$ cat src/hw/rtl/bolu_pkg.sv
// Types and codes for the bounded ordered list unit
`default_nettype none

package bolu_pkg;

	localparam int KIND_BITS   = 3;
	localparam int POS_BITS    = 5;
	localparam int STATUS_BITS = 2;

	// request kinds
	localparam logic [KIND_BITS-1:0] KIND_INS_FRONT  = 3'd0;
	localparam logic [KIND_BITS-1:0] KIND_INS_REAR   = 3'd1;
	localparam logic [KIND_BITS-1:0] KIND_INS_AT     = 3'd2;
	localparam logic [KIND_BITS-1:0] KIND_INS_SORTED = 3'd3;
	localparam logic [KIND_BITS-1:0] KIND_DEL_FRONT  = 3'd4;
	localparam logic [KIND_BITS-1:0] KIND_DEL_REAR   = 3'd5;
	localparam logic [KIND_BITS-1:0] KIND_DEL_AT     = 3'd6;
	localparam logic [KIND_BITS-1:0] KIND_READ_AT    = 3'd7;

	// result status codes
	localparam logic [STATUS_BITS-1:0] STAT_OK     = 2'd0;
	localparam logic [STATUS_BITS-1:0] STAT_FULL   = 2'd1;
	localparam logic [STATUS_BITS-1:0] STAT_EMPTY  = 2'd2;
	localparam logic [STATUS_BITS-1:0] STAT_BADPOS = 2'd3;

	typedef enum logic [2:0] {
		S_IDLE,
		S_SEARCH,
		S_SHIFT_UP,
		S_DEL,
		S_DONE
	} state_t;

endpackage

`default_nettype wire

$ cat src/hw/rtl/bounded_ordered_list_unit.sv
// Steps: an error goes straight to the result beat; a read fetches the one entry; a
//   delete moves the later entries down; an insert moves the entries from the position
//   up, none at the rear, then writes the new one; a sorted insert first seeks the
//   first key not smaller, else takes the rear. Throughput: one request at a time, the
//   next taken as the result beat shows; one entry moves per cycle. Reset: arst_n clears
//   count and control; the store is not cleared, since only held entries are read.
`default_nettype none

module bounded_ordered_list_unit #(
	parameter int CAPACITY  = 32,
	parameter int KEY_BITS  = 8,
	parameter int DATA_BITS = 32
) (
	input  wire logic                                clk,
	input  wire logic                                arst_n,
	input  wire logic                                req_valid,
	output logic                                     req_stall,
	input  wire logic [bolu_pkg::KIND_BITS-1:0]      kind,
	input  wire logic [KEY_BITS-1:0]                 entry_key,
	input  wire logic [DATA_BITS-1:0]                entry_data,
	input  wire logic [bolu_pkg::POS_BITS-1:0]       position,
	output logic                                     rsp_valid,
	input  wire logic                                rsp_stall,
	output logic [bolu_pkg::STATUS_BITS-1:0]         status,
	output logic [$clog2(CAPACITY+1)-1:0]            entry_count,
	output logic                                     out_valid,
	output logic [KEY_BITS-1:0]                      out_key,
	output logic [DATA_BITS-1:0]                     out_data
);

	localparam int IDX_W = $clog2(CAPACITY);
	localparam int CNT_W = $clog2(CAPACITY+1);
	localparam int ENT_W = KEY_BITS + DATA_BITS;
	localparam int CMP_W = (CNT_W > bolu_pkg::POS_BITS) ? CNT_W : bolu_pkg::POS_BITS;

	// entry store: key in the upper bits, payload below
	logic [ENT_W-1:0] mem [CAPACITY];

	bolu_pkg::state_t state_q, state_d;
	logic [CNT_W-1:0] count_q, count_d;
	logic [CNT_W-1:0] j_q, j_d;
	logic [CNT_W-1:0] at_q, at_d;
	logic [CNT_W-1:0] lim_q, lim_d;

	logic [bolu_pkg::KIND_BITS-1:0]   kind_q;
	logic [KEY_BITS-1:0]              key_q;
	logic [DATA_BITS-1:0]             data_q;
	logic [bolu_pkg::STATUS_BITS-1:0] wst_q, acc_status;
	logic                             wval_q;
	logic [KEY_BITS-1:0]              wkey_q;
	logic [DATA_BITS-1:0]             wdat_q;

	// read stage
	logic             wr_s1, cap_s1, chk_s1;
	logic [IDX_W-1:0] idx_s1;
	logic [ENT_W-1:0] rd_data_s1;

	logic             issue_wr, issue_cap, issue_chk;
	logic [IDX_W-1:0] issue_idx, rd_addr;
	logic             new_we, take_in, load_out, found;
	logic [CMP_W-1:0] pos_cmp, cnt_cmp;
	logic [CNT_W-1:0] del_at;
	logic             mem_we;
	logic [IDX_W-1:0] mem_wa;
	logic [ENT_W-1:0] mem_wd;

	logic                             rsp_valid_q;
	logic [bolu_pkg::STATUS_BITS-1:0] status_q;
	logic [CNT_W-1:0]                 count_out_q;
	logic                             oval_q;
	logic [KEY_BITS-1:0]              okey_q;
	logic [DATA_BITS-1:0]             odat_q;

	assign pos_cmp = CMP_W'(position);
	assign cnt_cmp = CMP_W'(count_q);
	assign found   = chk_s1 && !(rd_data_s1[ENT_W-1 -: KEY_BITS] < key_q);
	assign take_in = req_valid && (state_q == bolu_pkg::S_IDLE);

	// pick the removal index for delete and read requests
	always_comb begin
		if (kind == bolu_pkg::KIND_DEL_FRONT) begin
			del_at = '0;
		end else if (kind == bolu_pkg::KIND_DEL_REAR) begin
			del_at = count_q - CNT_W'(1);
		end else begin
			del_at = CNT_W'(position);
		end
	end

	// next state and sequencing of the store accesses
	always_comb begin
		state_d    = state_q;
		count_d    = count_q;
		j_d        = j_q;
		at_d       = at_q;
		lim_d      = lim_q;
		acc_status = bolu_pkg::STAT_OK;
		rd_addr    = '0;
		issue_wr   = 1'b0;
		issue_cap  = 1'b0;
		issue_chk  = 1'b0;
		issue_idx  = '0;
		new_we     = 1'b0;
		load_out   = 1'b0;
		unique case (state_q)
			bolu_pkg::S_IDLE: begin
				if (req_valid) begin
					if (kind <= bolu_pkg::KIND_INS_SORTED) begin
						if (count_q == CNT_W'(CAPACITY)) begin
							acc_status = bolu_pkg::STAT_FULL;
							state_d    = bolu_pkg::S_DONE;
						end else if (kind == bolu_pkg::KIND_INS_SORTED) begin
							j_d     = '0;
							state_d = bolu_pkg::S_SEARCH;
						end else if (kind == bolu_pkg::KIND_INS_AT && pos_cmp > cnt_cmp) begin
							acc_status = bolu_pkg::STAT_BADPOS;
							state_d    = bolu_pkg::S_DONE;
						end else begin
							if (kind == bolu_pkg::KIND_INS_FRONT) begin
								at_d = '0;
							end else if (kind == bolu_pkg::KIND_INS_REAR) begin
								at_d = count_q;
							end else begin
								at_d = CNT_W'(position);
							end
							j_d     = count_q;
							state_d = bolu_pkg::S_SHIFT_UP;
						end
					end else begin
						if (count_q == '0) begin
							acc_status = bolu_pkg::STAT_EMPTY;
							state_d    = bolu_pkg::S_DONE;
						end else if ((kind == bolu_pkg::KIND_DEL_AT ||
						              kind == bolu_pkg::KIND_READ_AT) && pos_cmp >= cnt_cmp) begin
							acc_status = bolu_pkg::STAT_BADPOS;
							state_d    = bolu_pkg::S_DONE;
						end else begin
							at_d    = del_at;
							j_d     = del_at;
							lim_d   = (kind == bolu_pkg::KIND_READ_AT) ?
							          del_at + CNT_W'(1) : count_q;
							state_d = bolu_pkg::S_DEL;
						end
					end
				end
			end
			bolu_pkg::S_SEARCH: begin
				if (found) begin
					at_d    = CNT_W'(idx_s1);
					j_d     = count_q;
					state_d = bolu_pkg::S_SHIFT_UP;
				end else if (j_q < count_q) begin
					rd_addr   = IDX_W'(j_q);
					issue_chk = 1'b1;
					issue_idx = IDX_W'(j_q);
					j_d       = j_q + CNT_W'(1);
				end else if (!chk_s1) begin
					at_d    = count_q;
					j_d     = count_q;
					state_d = bolu_pkg::S_SHIFT_UP;
				end
			end
			bolu_pkg::S_SHIFT_UP: begin
				if (j_q > at_q) begin
					rd_addr   = IDX_W'(j_q - CNT_W'(1));
					issue_wr  = 1'b1;
					issue_idx = IDX_W'(j_q);
					j_d       = j_q - CNT_W'(1);
				end else if (!wr_s1) begin
					new_we  = 1'b1;
					count_d = count_q + CNT_W'(1);
					state_d = bolu_pkg::S_DONE;
				end
			end
			bolu_pkg::S_DEL: begin
				if (j_q < lim_q) begin
					rd_addr   = IDX_W'(j_q);
					issue_wr  = (j_q != at_q);
					issue_cap = (j_q == at_q);
					issue_idx = IDX_W'(j_q - CNT_W'(1));
					j_d       = j_q + CNT_W'(1);
				end else if (!wr_s1 && !cap_s1) begin
					if (kind_q != bolu_pkg::KIND_READ_AT) begin
						count_d = count_q - CNT_W'(1);
					end
					state_d = bolu_pkg::S_DONE;
				end
			end
			bolu_pkg::S_DONE: begin
				if (!rsp_valid_q || !rsp_stall) begin
					load_out = 1'b1;
					state_d  = bolu_pkg::S_IDLE;
				end
			end
			default: begin
				state_d = bolu_pkg::S_IDLE;
			end
		endcase
	end

	// write port: a shifted entry takes priority over the new entry
	assign mem_we = wr_s1 || new_we;
	assign mem_wa = wr_s1 ? idx_s1 : IDX_W'(at_q);
	assign mem_wd = wr_s1 ? rd_data_s1 : {key_q, data_q};

	// store write and registered read
	always_ff @(posedge clk) begin
		if (mem_we) begin
			mem[mem_wa] <= mem_wd;
		end
		rd_data_s1 <= mem[rd_addr];
	end

	// control registers
	always_ff @(posedge clk or negedge arst_n) begin
		if (!arst_n) begin
			state_q     <= bolu_pkg::S_IDLE;
			count_q     <= '0;
			j_q         <= '0;
			at_q        <= '0;
			lim_q       <= '0;
			wr_s1       <= 1'b0;
			cap_s1      <= 1'b0;
			chk_s1      <= 1'b0;
			rsp_valid_q <= 1'b0;
		end else begin
			state_q <= state_d;
			count_q <= count_d;
			j_q     <= j_d;
			at_q    <= at_d;
			lim_q   <= lim_d;
			wr_s1   <= issue_wr;
			cap_s1  <= issue_cap;
			chk_s1  <= issue_chk;
			if (load_out) begin
				rsp_valid_q <= 1'b1;
			end else if (!rsp_stall) begin
				rsp_valid_q <= 1'b0;
			end
		end
	end

	// request fields and working result
	always_ff @(posedge clk) begin
		idx_s1 <= issue_idx;
		if (take_in) begin
			kind_q <= kind;
			key_q  <= entry_key;
			data_q <= entry_data;
			wst_q  <= acc_status;
			wval_q <= 1'b0;
			wkey_q <= '0;
			wdat_q <= '0;
		end else if (cap_s1) begin
			wval_q <= 1'b1;
			wkey_q <= rd_data_s1[ENT_W-1 -: KEY_BITS];
			wdat_q <= rd_data_s1[DATA_BITS-1:0];
		end
	end

	// hold the result beat until it is taken
	always_ff @(posedge clk) begin
		if (load_out) begin
			status_q    <= wst_q;
			count_out_q <= count_q;
			oval_q      <= wval_q;
			okey_q      <= wkey_q;
			odat_q      <= wdat_q;
		end
	end

	assign req_stall   = (state_q != bolu_pkg::S_IDLE);
	assign rsp_valid   = rsp_valid_q;
	assign status      = status_q;
	assign entry_count = count_out_q;
	assign out_valid   = oval_q;
	assign out_key     = okey_q;
	assign out_data    = odat_q;

endmodule

`default_nettype wire

$ cat config.mk
export PLATFORM = sky130hd
export DESIGN_NAME = bounded_ordered_list_unit
export DESIGN_NICKNAME = d
export VERILOG_FILES = /design/src/hw/rtl/bolu_pkg.sv /design/src/hw/rtl/bounded_ordered_list_unit.sv
export SDC_FILE = /design/constraint.sdc
export NUM_CORES = 2
export LEC_CHECK = 0
export BUFFER_PORTS_ARGS = -buffer_cell sky130_fd_sc_hd__buf_4
export CORE_ASPECT_RATIO = 2
export CORE_MARGIN = 8
export CORE_UTILIZATION = 30
export CTS_CLUSTER_DIAMETER = 40
export CTS_CLUSTER_SIZE = 8
export DETAILED_ROUTE_END_ITERATION = 16
export PLACE_DENSITY = 0.51
export REMOVE_ABC_BUFFERS = 1
export SETUP_SLACK_MARGIN = 0.02
export SLEW_MARGIN = 20
export SYNTH_ARGS = -nofsm -noshare
export SYNTH_HDL_FRONTEND = slang
export SYNTH_SLANG_ARGS = --single-unit
$ cat constraint.sdc
create_clock -name clk -period 4.1 [get_ports clk]
set_clock_uncertainty 0.2 [all_clocks]
set_input_delay 0 -clock clk [delete_from_list [all_inputs] [get_ports clk]]
set_output_delay 0 -clock clk [all_outputs]
set_load 0.05 [all_outputs]
==> flow_metrics.env <==
export IMPL_h_tree_depth=4
export IMPL_drc=0
export IMPL_synthCells=3990
export IMPL_synthFlopType="edfxtp_1"
export IMPL_drive_above_1_share_pct=16.6
export IMPL_clockRootBuffer="clkbuf_16"
export IMPL_power_density_mw_per_mm2=785
export IMPL_grt_usage_pct=17.6
export IMPL_critical_path_max_stage_delay_ns=0.55
export IMPL_start_util_pct=30.2
export IMPL_worst_endpoint_arrival_ns=4.38
export IMPL_io_buffers=102
export IMPL_finalSetupViolCount=0
export IMPL_wl_per_cell_um=26.7
export IMPL_endpoint="rd_data_s1[39]"
export IMPL_clkTransAtPathRegs_ns=0.05
export IMPL_critPathKind="flip-flop to flip-flop"
export IMPL_ys_seq_area_share_pct=75.2
export IMPL_stdcell_area_mm2=0.0719
export IMPL_total_leakage_power_nw=24.1
export IMPL_postLayoutCoreUtil_pct=37.3
export IMPL_cp_startpoint="key_q[6]"
export IMPL_cts_tree="done"
export IMPL_numPlacedInstances=6638
export IMPL_use_met1_pct=20.4
export IMPL_cts_sinks=1491
export IMPL_start_kind="flip-flop"
export IMPL_grt_busiest_layer="met2"
export IMPL_cap_violations=0
export IMPL_total_power_mw=56.4
export IMPL_cts_buffers=217
export IMPL_grt_pass1_vias=37100
export IMPL_num_rows=228
export IMPL_min_period_ns=3.94
export IMPL_syn_cell_area_mm2=0.0582
export IMPL_detail_route_antenna_nets=0
export IMPL_worstMarginPinSlew_ns=1.05
export IMPL_fin_nets=4514
export IMPL_synth_top_cell_by_area="edfxtp_1"
export IMPL_grt_start_max_net_pins=66
export IMPL_r2r_cells=14
export IMPL_grt_overflow=0
export IMPL_worst_ir_drop_vdd_uv=851
export IMPL_yosysMostFrequentCell="edfxtp_1"
export IMPL_finalNonFillerCells=7124
export IMPL_drt_initial_drc_count=2974
export IMPL_required_ns=4.54
export IMPL_wirelength_um=190000
export IMPL_placed_area_mm2=0.0646
export IMPL_cp_max_fo=32
export IMPL_slew_headroom_pct=30.3
export IMPL_fmaxAchievable_mhz=254
export IMPL_via_per_inst=5.15
export IMPL_grt_setup_unrepaired="no"
export IMPL_grt_util_met3_pct=2.25
export IMPL_core_mm2=0.193
export IMPL_rr_startpoint="key_q[6]"
export IMPL_grt_pass1_wl_um=270000
export IMPL_slew_viol_final=0
export IMPL_syn2layout_area_growth_pct=23.5
export IMPL_clock_path_buffers=4
export IMPL_endpoint_kind="flip-flop"
export IMPL_dr_pass1_iters=5
export IMPL_syn_area_per_cell_um2=14.6
export IMPL_r2r_end="rd_data_s1[39]"
export IMPL_dr_total_vias=36700
export IMPL_status="completed"
export IMPL_cp_slowest_cell="o311ai_4"
export IMPL_synth_commonest_cells="edfxtp_1, nand2_1, nand3_1, clkbuf_1, a31oi_1"
export IMPL_dieWidth_um=328
export IMPL_async_reset_ff_share_pct=2.08
export IMPL_grt_use_met2_pct=32.4
export IMPL_min_path_type="input pin to async pin"
export IMPL_antenna_found_initial=4
export IMPL_worst_slack_ns=0.163
export IMPL_pre_cts_ws_ns=0.121
export IMPL_synth_seq_cells=1491
export IMPL_clock_latency_ns=0.84
export IMPL_ys_types=65
export IMPL_ioPinCount=103
export IMPL_synth_top_area_share_pct=70.9
export IMPL_place_hpwl_um=107000
export IMPL_path_cells="inv_1, ha_1, and4_1, and2_1, a32o_1, o311ai_4, nand2_8, buf_12, nor2_4, buf_12, buf_4, nand3_1, nand4_1, nand4_1"
export IMPL_gp_congestion=0.823
export IMPL_synth_edff_count=1374
export IMPL_hold_viol_final=0
export IMPL_finalCritPeriodShare_pct=96.0
export IMPL_die_y_um=639
export IMPL_ff2ff_setup_slack_ns=0.16
export IMPL_die_area_mm2=0.209
export IMPL_synth_area_top_cells="edfxtp_1, nand2_1, dfxtp_1"
export IMPL_yosys_warnings=0
export IMPL_post_cts_setup_buffers=0
[state kept, by name, indices dropped and copies added, names as in the netlist, 8 cells and up]
| name | flops |
|---|---|
| out_key | 8 |
| wdat_q | 32 |
| wkey_q | 8 |
| key_q | 8 |
| out_data | 32 |
| data_q | 32 |
| rd_data_s1 | 40 |
| mem | 1280 |
[layer usage]
layer / wire [um] / vias up
li1: - / 16100
met2: 101000 / 1216
met3: 9300 / 396
met4: 7910 / 2
met5: 13 / -
met1: 72100 / 19000
[cells in the final DEF, fill, tap and decap left out, types with 5 or more instances in the layout]
cell and n:
a211oi_1 90, a21boi_0 7, a21o_1 7, a21oi_1 36
a221oi_1 8, a22oi_1 68, a31oi_1 135, a32oi_1 60
and3_1 92, buf_12 92, buf_4 280, clkbuf_1 146
clkbuf_16 220, clkinv_2 5, dfrtp_1 29, dfxtp_1 86
dlygate4sd3_1 101, edfxtp_1 1374, ha_1 33, inv_1 34
mux2_2 36, mux2i_1 92, mux4_2 60, nand2_1 861
nand2b_1 8, nand3_1 233, nand4_1 121, nor2_1 73
nor2_4 38, nor2b_1 6, nor3_1 6, o21ai_0 47
o21ai_1 5, o31ai_1 7, xnor2_1 17
[worst min-delay path by stage]
stage	startpoint	endpoint	slack, ns	cells past startpoint
after detailed placement	arst_n	lim_q[4]	-0.21	1
after CTS	arst_n	cnt_cmp[2]	0.004	4
final	arst_n	lim_q[5]	0.01	4
after global routing	arst_n	j_q[5]	0.08	4
after global placement	arst_n	lim_q[3]	-0.21	1
after floorplan	arst_n	at_q[0]	-0.50	0
[cell type report]
type                    count  area (um^2)
fillers                 18300       121000
multi-input cells        2210        13600
repair buffers            473         4950
flip-flops and latches   1491        43800
clock inverters            14          150
clock buffers             367         6070
well taps                2530         3170
diodes                      3         7.51
inverters                  36          140
[critical path: cells and delay by family (launching register included)]
kind	cells	cell delay, ns
AO/OA/AOI/OAI	2	0.88
adder cells (fa/ha/maj)	1	0.29
buffers and inverters	4	0.89
flip-flops	1	0.36
AND/OR/NAND/NOR	7	1.10
[kinds of logic (layout without fill, tap and decap cells)]
kind of cell	count (synthesis)	count (layout)	share of synthesized area, %
and+or+nand+nor	1457	1457	11.0
adders and majority gates	33	33	0.709
DFF	1491	1491	75.2
AOI/OAI and AO/OA	511	511	6.15
xor gates and xnor gates	21	21	0.316
other	0	3	0
buffers and inverters	289	890	2.07
muxes	188	188	4.60
[where the power goes]
part | switching (mW) | internal (mW)
clock | 6.42 | 10.0
sequential | 0.594 | 19.6
combinational | 13.0 | 6.72
[stage by stage]
| step | hold slack (ns) | TNS [ns] |
|---|---|---|
| 6_report | 0.0107 | 0 |
| 5_1_grt | 0.0833 | 0 |
| 4_1_cts | 0.00433 | 0 |
| 3_5_place_dp | -0.205 | 0 |
| 3_3_place_gp | -0.210 | 0 |
| 2_1_floorplan | -0.496 | -881.07 |
[what timing repair did]
action | 4_1_cts | 5_1_grt
setup endpoints to repair | 0 | 32
endpoints found under the hold margin | 188 | 0
resized for setup | 0 | 2
hold buffers | 102 | 0
(Power assumes the default switching activity.)
